$ cat config.mk
export PLATFORM = sky130hd
export DESIGN_NAME = sac_ctrl
export DESIGN_NICKNAME = d
export VERILOG_FILES = /design/src/hw/rtl/sac_pkg.sv /design/src/hw/rtl/sac_ctrl.sv
export SDC_FILE = /design/constraint.sdc
export NUM_CORES = 1
export LEC_CHECK = 0
export ABC_AREA = 1
export BUFFER_PORTS_ARGS = -buffer_cell sky130_fd_sc_hd__buf_4
export CAP_MARGIN = 30
export CORE_AREA = 2 2 39 41
export CTS_BUF_LIST = sky130_fd_sc_hd__clkbuf_4
export DETAILED_ROUTE_END_ITERATION = 7
export DIE_AREA = 0 0 41 43
export SLEW_MARGIN = 20
export SYNTH_ARGS = -nofsm -noshare
export SYNTH_HDL_FRONTEND = slang
export SYNTH_SLANG_ARGS = --single-unit
export TNS_END_PERCENT = 20
$ cat constraint.sdc
create_clock -name clk -period 1.6 [get_ports clk]
set_clock_uncertainty 0.1 [all_clocks]
set_input_delay 0.16 -clock clk [delete_from_list [all_inputs] [get_ports clk]]
set_output_delay 0.16 -clock clk [all_outputs]
set_load 0.02 [all_outputs]
$ cat src/hw/rtl/sac_pkg.sv
// ============================================================================
// sac_pkg
// Shared types, codes and arithmetic helpers for the subtitle compositor.
// ============================================================================
package sac_pkg;

    localparam int CFG_IDX_W  = 4;
    localparam int CFG_DATA_W = 10;

    localparam logic [CFG_IDX_W-1:0] CFG_ACTIVE_WIDTH  = 4'd0;
    localparam logic [CFG_IDX_W-1:0] CFG_ACTIVE_HEIGHT = 4'd1;

    localparam logic [CFG_DATA_W-1:0] ACTIVE_RESET = 10'd512;

    typedef enum logic [2:0] {
        OP_LOAD    = 3'd0,
        OP_INDEXED = 3'd1,
        OP_COVER   = 3'd2,
        OP_READ    = 3'd3,
        OP_CLEAR   = 3'd4
    } op_t;

    typedef enum logic [1:0] {
        ST_DONE = 2'd0,
        ST_SKIP = 2'd1,
        ST_READ = 2'd2
    } status_t;

    // what the commit stage does with the current request
    typedef enum logic [2:0] {
        ACT_SKIP,
        ACT_LOADED,
        ACT_BLEND,
        ACT_READ,
        ACT_CLEAR
    } act_t;

    typedef enum logic [2:0] {
        S_CLEAR,
        S_IDLE,
        S_ADDR,
        S_FETCH,
        S_MUL,
        S_WRITE
    } state_t;

    typedef struct packed {
        logic [2:0]         op;
        logic signed [11:0] pos_x;
        logic signed [11:0] pos_y;
        logic [7:0]         palette_index;
        logic [7:0]         coverage;
        logic [31:0]        color_word;
    } item_t;

    typedef struct packed {
        logic cap;
        logic addr_en;
        logic fetch_en;
        logic mul_en;
        logic commit;
        logic clr_en;
    } cmd_t;

    typedef struct packed {
        logic clr_last;
        logic out_free;
    } sts_t;

    // exact floor(v / 255) for v <= 255*255
    function automatic logic [7:0] div255(input logic [15:0] v);
        logic [16:0] t;
        t = 17'(v) + 17'(v[15:8]) + 17'd1;
        return t[15:8];
    endfunction

endpackage

$ cat src/hw/rtl/sac_ctrl.sv
// ============================================================================
// sac_ctrl
// Sequencer: post-reset frame clear, then one request at a time through
// address, fetch, multiply and commit steps.
// ============================================================================
module sac_ctrl (
    input  logic          clk,
    input  logic          rst_n,
    input  logic          in_valid,
    output logic          in_ready,
    output sac_pkg::cmd_t cmd,
    input  sac_pkg::sts_t sts
);

    sac_pkg::state_t state_reg;
    sac_pkg::state_t state_next;

    always_ff @(posedge clk or negedge rst_n)
    begin
        if (!rst_n)
        begin
            state_reg <= sac_pkg::S_CLEAR;
        end
        else
        begin
            state_reg <= state_next;
        end
    end

    always_comb
    begin
        state_next = state_reg;
        case (state_reg)
            sac_pkg::S_CLEAR:
            begin
                if (sts.clr_last)
                begin
                    state_next = sac_pkg::S_IDLE;
                end
            end
            sac_pkg::S_IDLE:
            begin
                if (in_valid)
                begin
                    state_next = sac_pkg::S_ADDR;
                end
            end
            sac_pkg::S_ADDR:  state_next = sac_pkg::S_FETCH;
            sac_pkg::S_FETCH: state_next = sac_pkg::S_MUL;
            sac_pkg::S_MUL:   state_next = sac_pkg::S_WRITE;
            sac_pkg::S_WRITE:
            begin
                if (sts.out_free)
                begin
                    state_next = sac_pkg::S_IDLE;
                end
            end
            default: state_next = sac_pkg::S_CLEAR;
        endcase
    end

    always_comb
    begin
        cmd      = '0;
        in_ready = 1'b0;
        case (state_reg)
            sac_pkg::S_CLEAR: cmd.clr_en = 1'b1;
            sac_pkg::S_IDLE:
            begin
                in_ready = 1'b1;
                cmd.cap  = in_valid;
            end
            sac_pkg::S_ADDR:  cmd.addr_en  = 1'b1;
            sac_pkg::S_FETCH: cmd.fetch_en = 1'b1;
            sac_pkg::S_MUL:   cmd.mul_en   = 1'b1;
            sac_pkg::S_WRITE: cmd.commit   = sts.out_free;
            default:
            begin
                cmd      = '0;
                in_ready = 1'b0;
            end
        endcase
    end

endmodule

# == After elaboration in Yosys (flattened, before gate mapping) ==
# Cells that the tools add are included.
# word_totals
register_bits,3
inputBits,5
out_inout_bits,7
# op_classes
n_eq_ne,8
n_reduce_logical,2
muxes,11
# ops
op,count
$pmux 3 s6,1
$mux 3,3
$mux 1,7
$eq 3x2->1 const B,2
$eq 3x3->1 const B,2
$ne 2x2->1 const B,3
$eq 3x1->1 const B,1
$logic_not 3->1,1
$reduce_and 3->1,1

# == Logic depth before layout (Yosys ltp) ==
# Gate-level depths: netlist (run 1).
# logic_depth
word_depth,3
mapped_depth,6
mapped_depth_nobuf,5

# == Worst setup path after synthesis (run 1) ==
# No wires, ideal clock.
# synth_timing
kind,flip-flop to output port
start,register state_reg[2]
end,output port cmd[5] in the netlist's numbering
path_stages_with_launch,5
arrival_ns,0.925
slack_ns,0.415
path_buffers,1
t_required_ns,1.340
path_cell_list,dfrtp_1 buf_6 inv_4 nand3_2 nor2_1
# synth_rtl
item,line_no,text
"start, declared",sac_ctrl.sv:15,sac_pkg::state_t state_reg;
"start signal, assigned",sac_ctrl.sv:22,state_reg <= sac_pkg::S_CLEAR;
"start signal, assigned",sac_ctrl.sv:26,state_reg <= state_next;
"end, declared",sac_ctrl.sv:11,"output sac_pkg::cmd_t cmd,"

==> results of run 1 <==
## through the flow
step | setup slack (ns) | area [sq um] | cells
4_1_cts | 0.123 | 378 | 65
3_5_place_dp | 0.383 | 338 | 60
5_1_grt | 0.0397 | 378 | 65
3_3_place_gp | 0.403 | 338 | 60
6_report | 0.146 | 378 | 65
2_1_floorplan | 0.415 | 258 | 35
## critical path, stage by stage, from the launching register on
cell and delay, ns:
dfrtp_1 0.48, inv_4 0.12, nand3_2 0.10, nor2_1 0.11, buf_4 0.15
## final cells by class
type	count	share of cell area (%)
Multi-Input combinational cell	24	35.8
Sequential cell	3	19.9
Tap cell	16	5.30
Clock buffer	4	7.95
Timing Repair Buffer	12	24.5
Inverter	6	6.62
## metal layers
metal / global-route usage, % / up-vias / wire length [um]
met5: 0 / - / 0
met4: 10.0 / 0 / 22
met3: 3.14 / 2 / 28
met2: 10.0 / 6 / 247
met1: 9.03 / 110 / 231
li1: - / 141 / -
## cell families (layout without fill, tap and decap cells)
| kind of cell | count (synthesis) | after routing | synth area share, % |
|---|---|---|---|
| buffers and inverters | 8 | 22 | 18.4 |
| DFF | 3 | 3 | 29.1 |
| AOI/OAI and AO/OA | 3 | 3 | 8.25 |
| and+or+nand+nor | 21 | 21 | 44.2 |
## worst max-delay path by stage
stage          endpoint  slack, ns  cells after the start
6_report         cmd[5]       0.15                      4
5_1_grt          cmd[5]       0.04                      3
3_5_place_dp     cmd[5]       0.38                      4
3_3_place_gp     cmd[1]       0.40                      3
2_1_floorplan    cmd[5]       0.41                      4
4_1_cts          cmd[5]       0.12                      4
## Yosys cell counts (all sizes together)
cell	n
nor2	11
inv	6
dfrtp	3
nand2	3
nand3	3
buf	2
nand4	2
nand3b	1
nor3	1
o21a	1
o21ai	1
o221ai	1
## power groups by stage
stage | clock (uW) | combinational [uW] | sequential (uW)
after floorplan | 0 | 395 | 127
after global placement | 0 | 427 | 188
after detailed placement | 0 | 430 | 189
after CTS | 161 | 433 | 188
after global routing | 170 | 472 | 198
final | 152 | 430 | 188
## timing repair
action / 4_1_cts / 5_1_grt
setup buffers: 0 / 0
hold buffers: 1 / 0
hold endpoints to repair: 3 / 0
endpoints found under the setup margin: 0 / 0
==> flow_summary.yaml, run 1 <==
floorplanning:
  die_h_um: 43
  die_width_um: 41
  initial_core_util_pct: 18.6
  fp-row-count: 14
  fp.coreArea_sq_um: 1380
  io_pins: 12
  die-area_sq_um: 1760
min_path:
  hold_path.startpoint: "sts[1]"
  hp-class: "primary input to flip-flop"
  holdPathStages: 3
  hold-path-endpoint: "state_reg[0]"
finish:
  largest_reg_flops: 3
  fin_util_pct: 27.3
  multiInputGateArea_sq_um: 135
  nFillCells: 156
  diodes: 0
  final_cell_mix: "11 x buf_4, 9 x nor2_1, 4 x clkbuf_4"
  seq_area_sq_um: 75.1
  drive_above_1_share_pct: 44.9
  nNetsFinal: 55
  layout_commonest_cell: "buf_4"
  syn_to_final_growth_pct: 46.6
placed_design:
  port_buffers: 11
  gp_congestion: 0.773
  dpl.hpwl_um: 416
power_and_ir_drop:
  clkPwrFrac_pct: 19.7
  power.total_uw: 770
  p_sw_share_pct: 47.8
  p_comb_share_pct: 55.9
  peakVddDrop_uv: 566
  power.leakage_uw: 0.000197
  p_switching_uw: 368
  powerDensity_nw_per_um2: 2040
  power_frac_seq_pct: 24.4
  p_int_uw: 402
global_routing:
  grt_max_degree: 11
  grt_pass1_wl_um: 890
  track_usage_pct: 8.14
  first_global_vias: 240
  overflow: 0
  grt_antenna_before_repair: 0
cts:
  worstSkewPairLatency_ns: 0.23
  cts_root_buf: "clkbuf_4"
  htree_levels: 1
  cts_buffer_depth: 2
  clock-sinks: 3
  numCtsBuffers: 3
  path_clk_slew_ns: 0.04
  cts-resized-gates: 0
  cts_tree: "yes"
synthesis:
  ys_types: 16
  ys_ff_latch: 3
  synth.avg_cell_area_sq_um: 7.36
  synth.top_cell.area_share_pct: 29.1
  synth.area.top_cells: "dfrtp_1 29%, nor2_1 13%, buf_6 8.7%"
  syn-num-nets: 40
  syn_inst: 35
  seq_area_frac_synth_pct: 29.1
  synth_area_sq_um: 258
  synth_top_area_cell: "dfrtp_1"
  yosys_warnings: 0
timing:
  slew_headroom_pct: 75.5
  fin_hold_ws_ns: 0.100
  finalMaxSlewViolations: 0
  timing.fmax_ghz: 0.688
  period_minus_slack_ns: 1.45
  rsz0062_at_grt: "no"
  hold_viol_final: 0
  worstMarginPinSlew_ns: 0.367
  setup_violations: 0
  fin_crit_sh_pct: 90.9
  final.setup.tns_ns: 0
route:
  ant_nets: 0
  drc: 0
  finalWirelength_um: 529
  via_count: 259
  viasPerCell: 3.98
  initialDrtViolationCount: 8
  wl_per_cell_um: 8.14
  drt_pass1_iterations: 4
setup_path:
  r2r_start: "state_reg[0]"
  path_class: "flip-flop to primary output"
  start_kind: "flip-flop"
  setup.worst_path.start: "state_reg[2]"
  arrival_ns: 1.19
  reg2reg_depth: 4
  cp.required_ns: 1.34
  rr_endpoint: "state_reg[0]"
  r2r_slack_ns: 0.44
  crit_path_end_kind: "primary output"
  crit_fanout: 8
run:
  drv_cap: 0
run_status:
  status: "complete, no violations"
Note: power is estimated with default switching activity, not from simulation.
==> inputs of run 2 (changes only) <==
--- a/config.mk
+++ b/config.mk
@@ -6,12 +6,13 @@
 export NUM_CORES = 1
 export LEC_CHECK = 0
 export ABC_AREA = 1
-export BUFFER_PORTS_ARGS = -buffer_cell sky130_fd_sc_hd__buf_4
+export BUFFER_PORTS_ARGS = -buffer_cell sky130_fd_sc_hd__buf_2
 export CAP_MARGIN = 30
 export CORE_AREA = 2 2 39 41
 export CTS_BUF_LIST = sky130_fd_sc_hd__clkbuf_4
 export DETAILED_ROUTE_END_ITERATION = 7
 export DIE_AREA = 0 0 41 43
+export REMOVE_ABC_BUFFERS = 1
 export SLEW_MARGIN = 20
 export SYNTH_ARGS = -nofsm -noshare
 export SYNTH_HDL_FRONTEND = slang
==> flow_summary.yaml, run 2 (same netlist as run 1, synthesis figures left out) <==
timing:
  finalMaxSlewViolations: 0
  setup_violations: 0
  worstMarginPinSlew_ns: 0.359
  timing.fmax_ghz: 0.690
  fin_crit_sh_pct: 90.5
  period_minus_slack_ns: 1.45
  fin_hold_ws_ns: 0.111
  hold_viol_final: 0
  rsz0062_at_grt: "no"
  final.setup.tns_ns: 0
  slew_headroom_pct: 76.1
floorplanning:
  die-area_sq_um: 1760
  io_pins: 12
  die_h_um: 43
  fp.coreArea_sq_um: 1380
  fp-row-count: 14
  initial_core_util_pct: 18.6
  die_width_um: 41
cts:
  path_clk_slew_ns: 0.04
  cts_root_buf: "clkbuf_4"
  cts_buffer_depth: 2
  numCtsBuffers: 3
  worstSkewPairLatency_ns: 0.23
  clock-sinks: 3
  cts_tree: "yes"
  htree_levels: 1
finish:
  layout_commonest_cell: "buf_2"
  nFillCells: 161
  final_cell_mix: "11 x buf_2, 9 x nor2_1, 4 x clkbuf_4, 3 x nand2_1, 3 x inv_1"
  largest_reg_flops: 3
  design_area_sq_um: 352
  diodes: 0
  fin_util_pct: 25.4
  drive_above_1_share_pct: 46.9
  nNetsFinal: 55
  syn_to_final_growth_pct: 36.4
global_routing:
  overflow: 0
  grt_antenna_before_repair: 0
  first_global_vias: 238
  grt_max_degree: 11
  track_usage_pct: 9.06
  grt_pass1_wl_mm: 1.00
route:
  wl_per_cell_um: 8.22
  drc: 0
  drt_pass1_iterations: 2
  ant_nets: 0
  finalWirelength_um: 534
  viasPerCell: 4.05
  via_count: 263
  initialDrtViolationCount: 1
placed_design:
  dpl.hpwl_um: 430
  port_buffers: 11
  placed_area_sq_um: 310
  gp_congestion: 0.778
power_and_ir_drop:
  p_switching_uw: 361
  power_frac_seq_pct: 26.3
  p_comb_share_pct: 52.7
  p_int_uw: 367
  power.leakage_uw: 0.000191
  p_sw_share_pct: 49.6
  powerDensity_nw_per_um2: 2070
  clkPwrFrac_pct: 21.0
  peakVddDrop_uv: 657
setup_path:
  start_kind: "flip-flop"
  crit_fanout: 10
  cp.required_ns: 1.34
  r2r_slack_ns: 0.44
  path_class: "flip-flop to primary output"
  arrival_ns: 1.19
  crit_path_end_kind: "primary output"
min_path:
  hp-class: "primary input to flip-flop"
run_status:
  status: "complete, no violations"
run:
  drv_cap: 0
[run 2: cell count changes in the layout (fill, tap and decap cells not counted)]
cell,change
buf_4,-11
buf_2,+11
dfrtp_2,+1
dfrtp_1,-1
[run 2: through the flow]
step                      instances  worst slack (ns)  power (uW)
after global placement           60             0.385         574
final                            65             0.152         728
after detailed placement         60             0.373         580
after global routing             65           0.00435         808
after floorplan                  33             0.386         472
after CTS                        65             0.117         741
[run 2: final timing paths]
path	start	to	cells after the start
max	state_reg[0]	cmd[5]	3
min in group asynchronous	rst_n	state_reg[2]	2
max in group asynchronous	rst_n	state_reg[2]	2
min	sts[1]	state_reg[0]	3
min reg2reg	state_reg[1]	state_reg[2]	2
max reg2reg	state_reg[0]	state_reg[0]	4
[run 2: layout make-up]
| class | count | area [sq um] | share of cell area [%] |
|---|---|---|---|
| multi-input cells | 24 | 135 | 38.4 |
| well taps | 16 | 20.0 | 5.69 |
| repair buffers | 12 | 65.1 | 18.5 |
| flip-flops and latches | 3 | 76.3 | 21.7 |
| inverters | 6 | 25.0 | 7.12 |
| clock buffers | 4 | 30.0 | 8.54 |
[run 2: power by group through the flow]
| stage | Sequential (uW) | Clock, uW | Combinational (uW) |
|---|---|---|---|
| 6_report | 192 | 153 | 384 |
| 5_1_grt | 203 | 168 | 438 |
| 4_1_cts | 191 | 159 | 391 |
| 3_5_place_dp | 192 | 0 | 388 |
| 3_3_place_gp | 188 | 0 | 385 |
| 2_1_floorplan | 175 | 0 | 297 |
[run 2: critical path, stage by stage (launching register included)]
cell     delay, ns
dfrtp_1       0.55
nand3_2       0.15
nor2_1        0.10
buf_2         0.16
[run 2: repair_timing]
action                                  CTS  global route
hold buffers                              1             0
buffers inserted                          0             0
resized for setup                         0             1
endpoints found under the setup margin    0             1
hold endpoints to repair                  3             0
[run 2: layer usage]
metal | up-vias | GRT usage (%) | part of all wire [%] | routed length [um]
met5 | - | 0 | 0 | 0
met4 | 0 | 8.00 | 0 | 0
met3 | 0 | 5.24 | 6.2 | 33
met2 | 8 | 10.9 | 48 | 258
met1 | 115 | 10.7 | 45 | 242
li1 | 140 | - | - | -
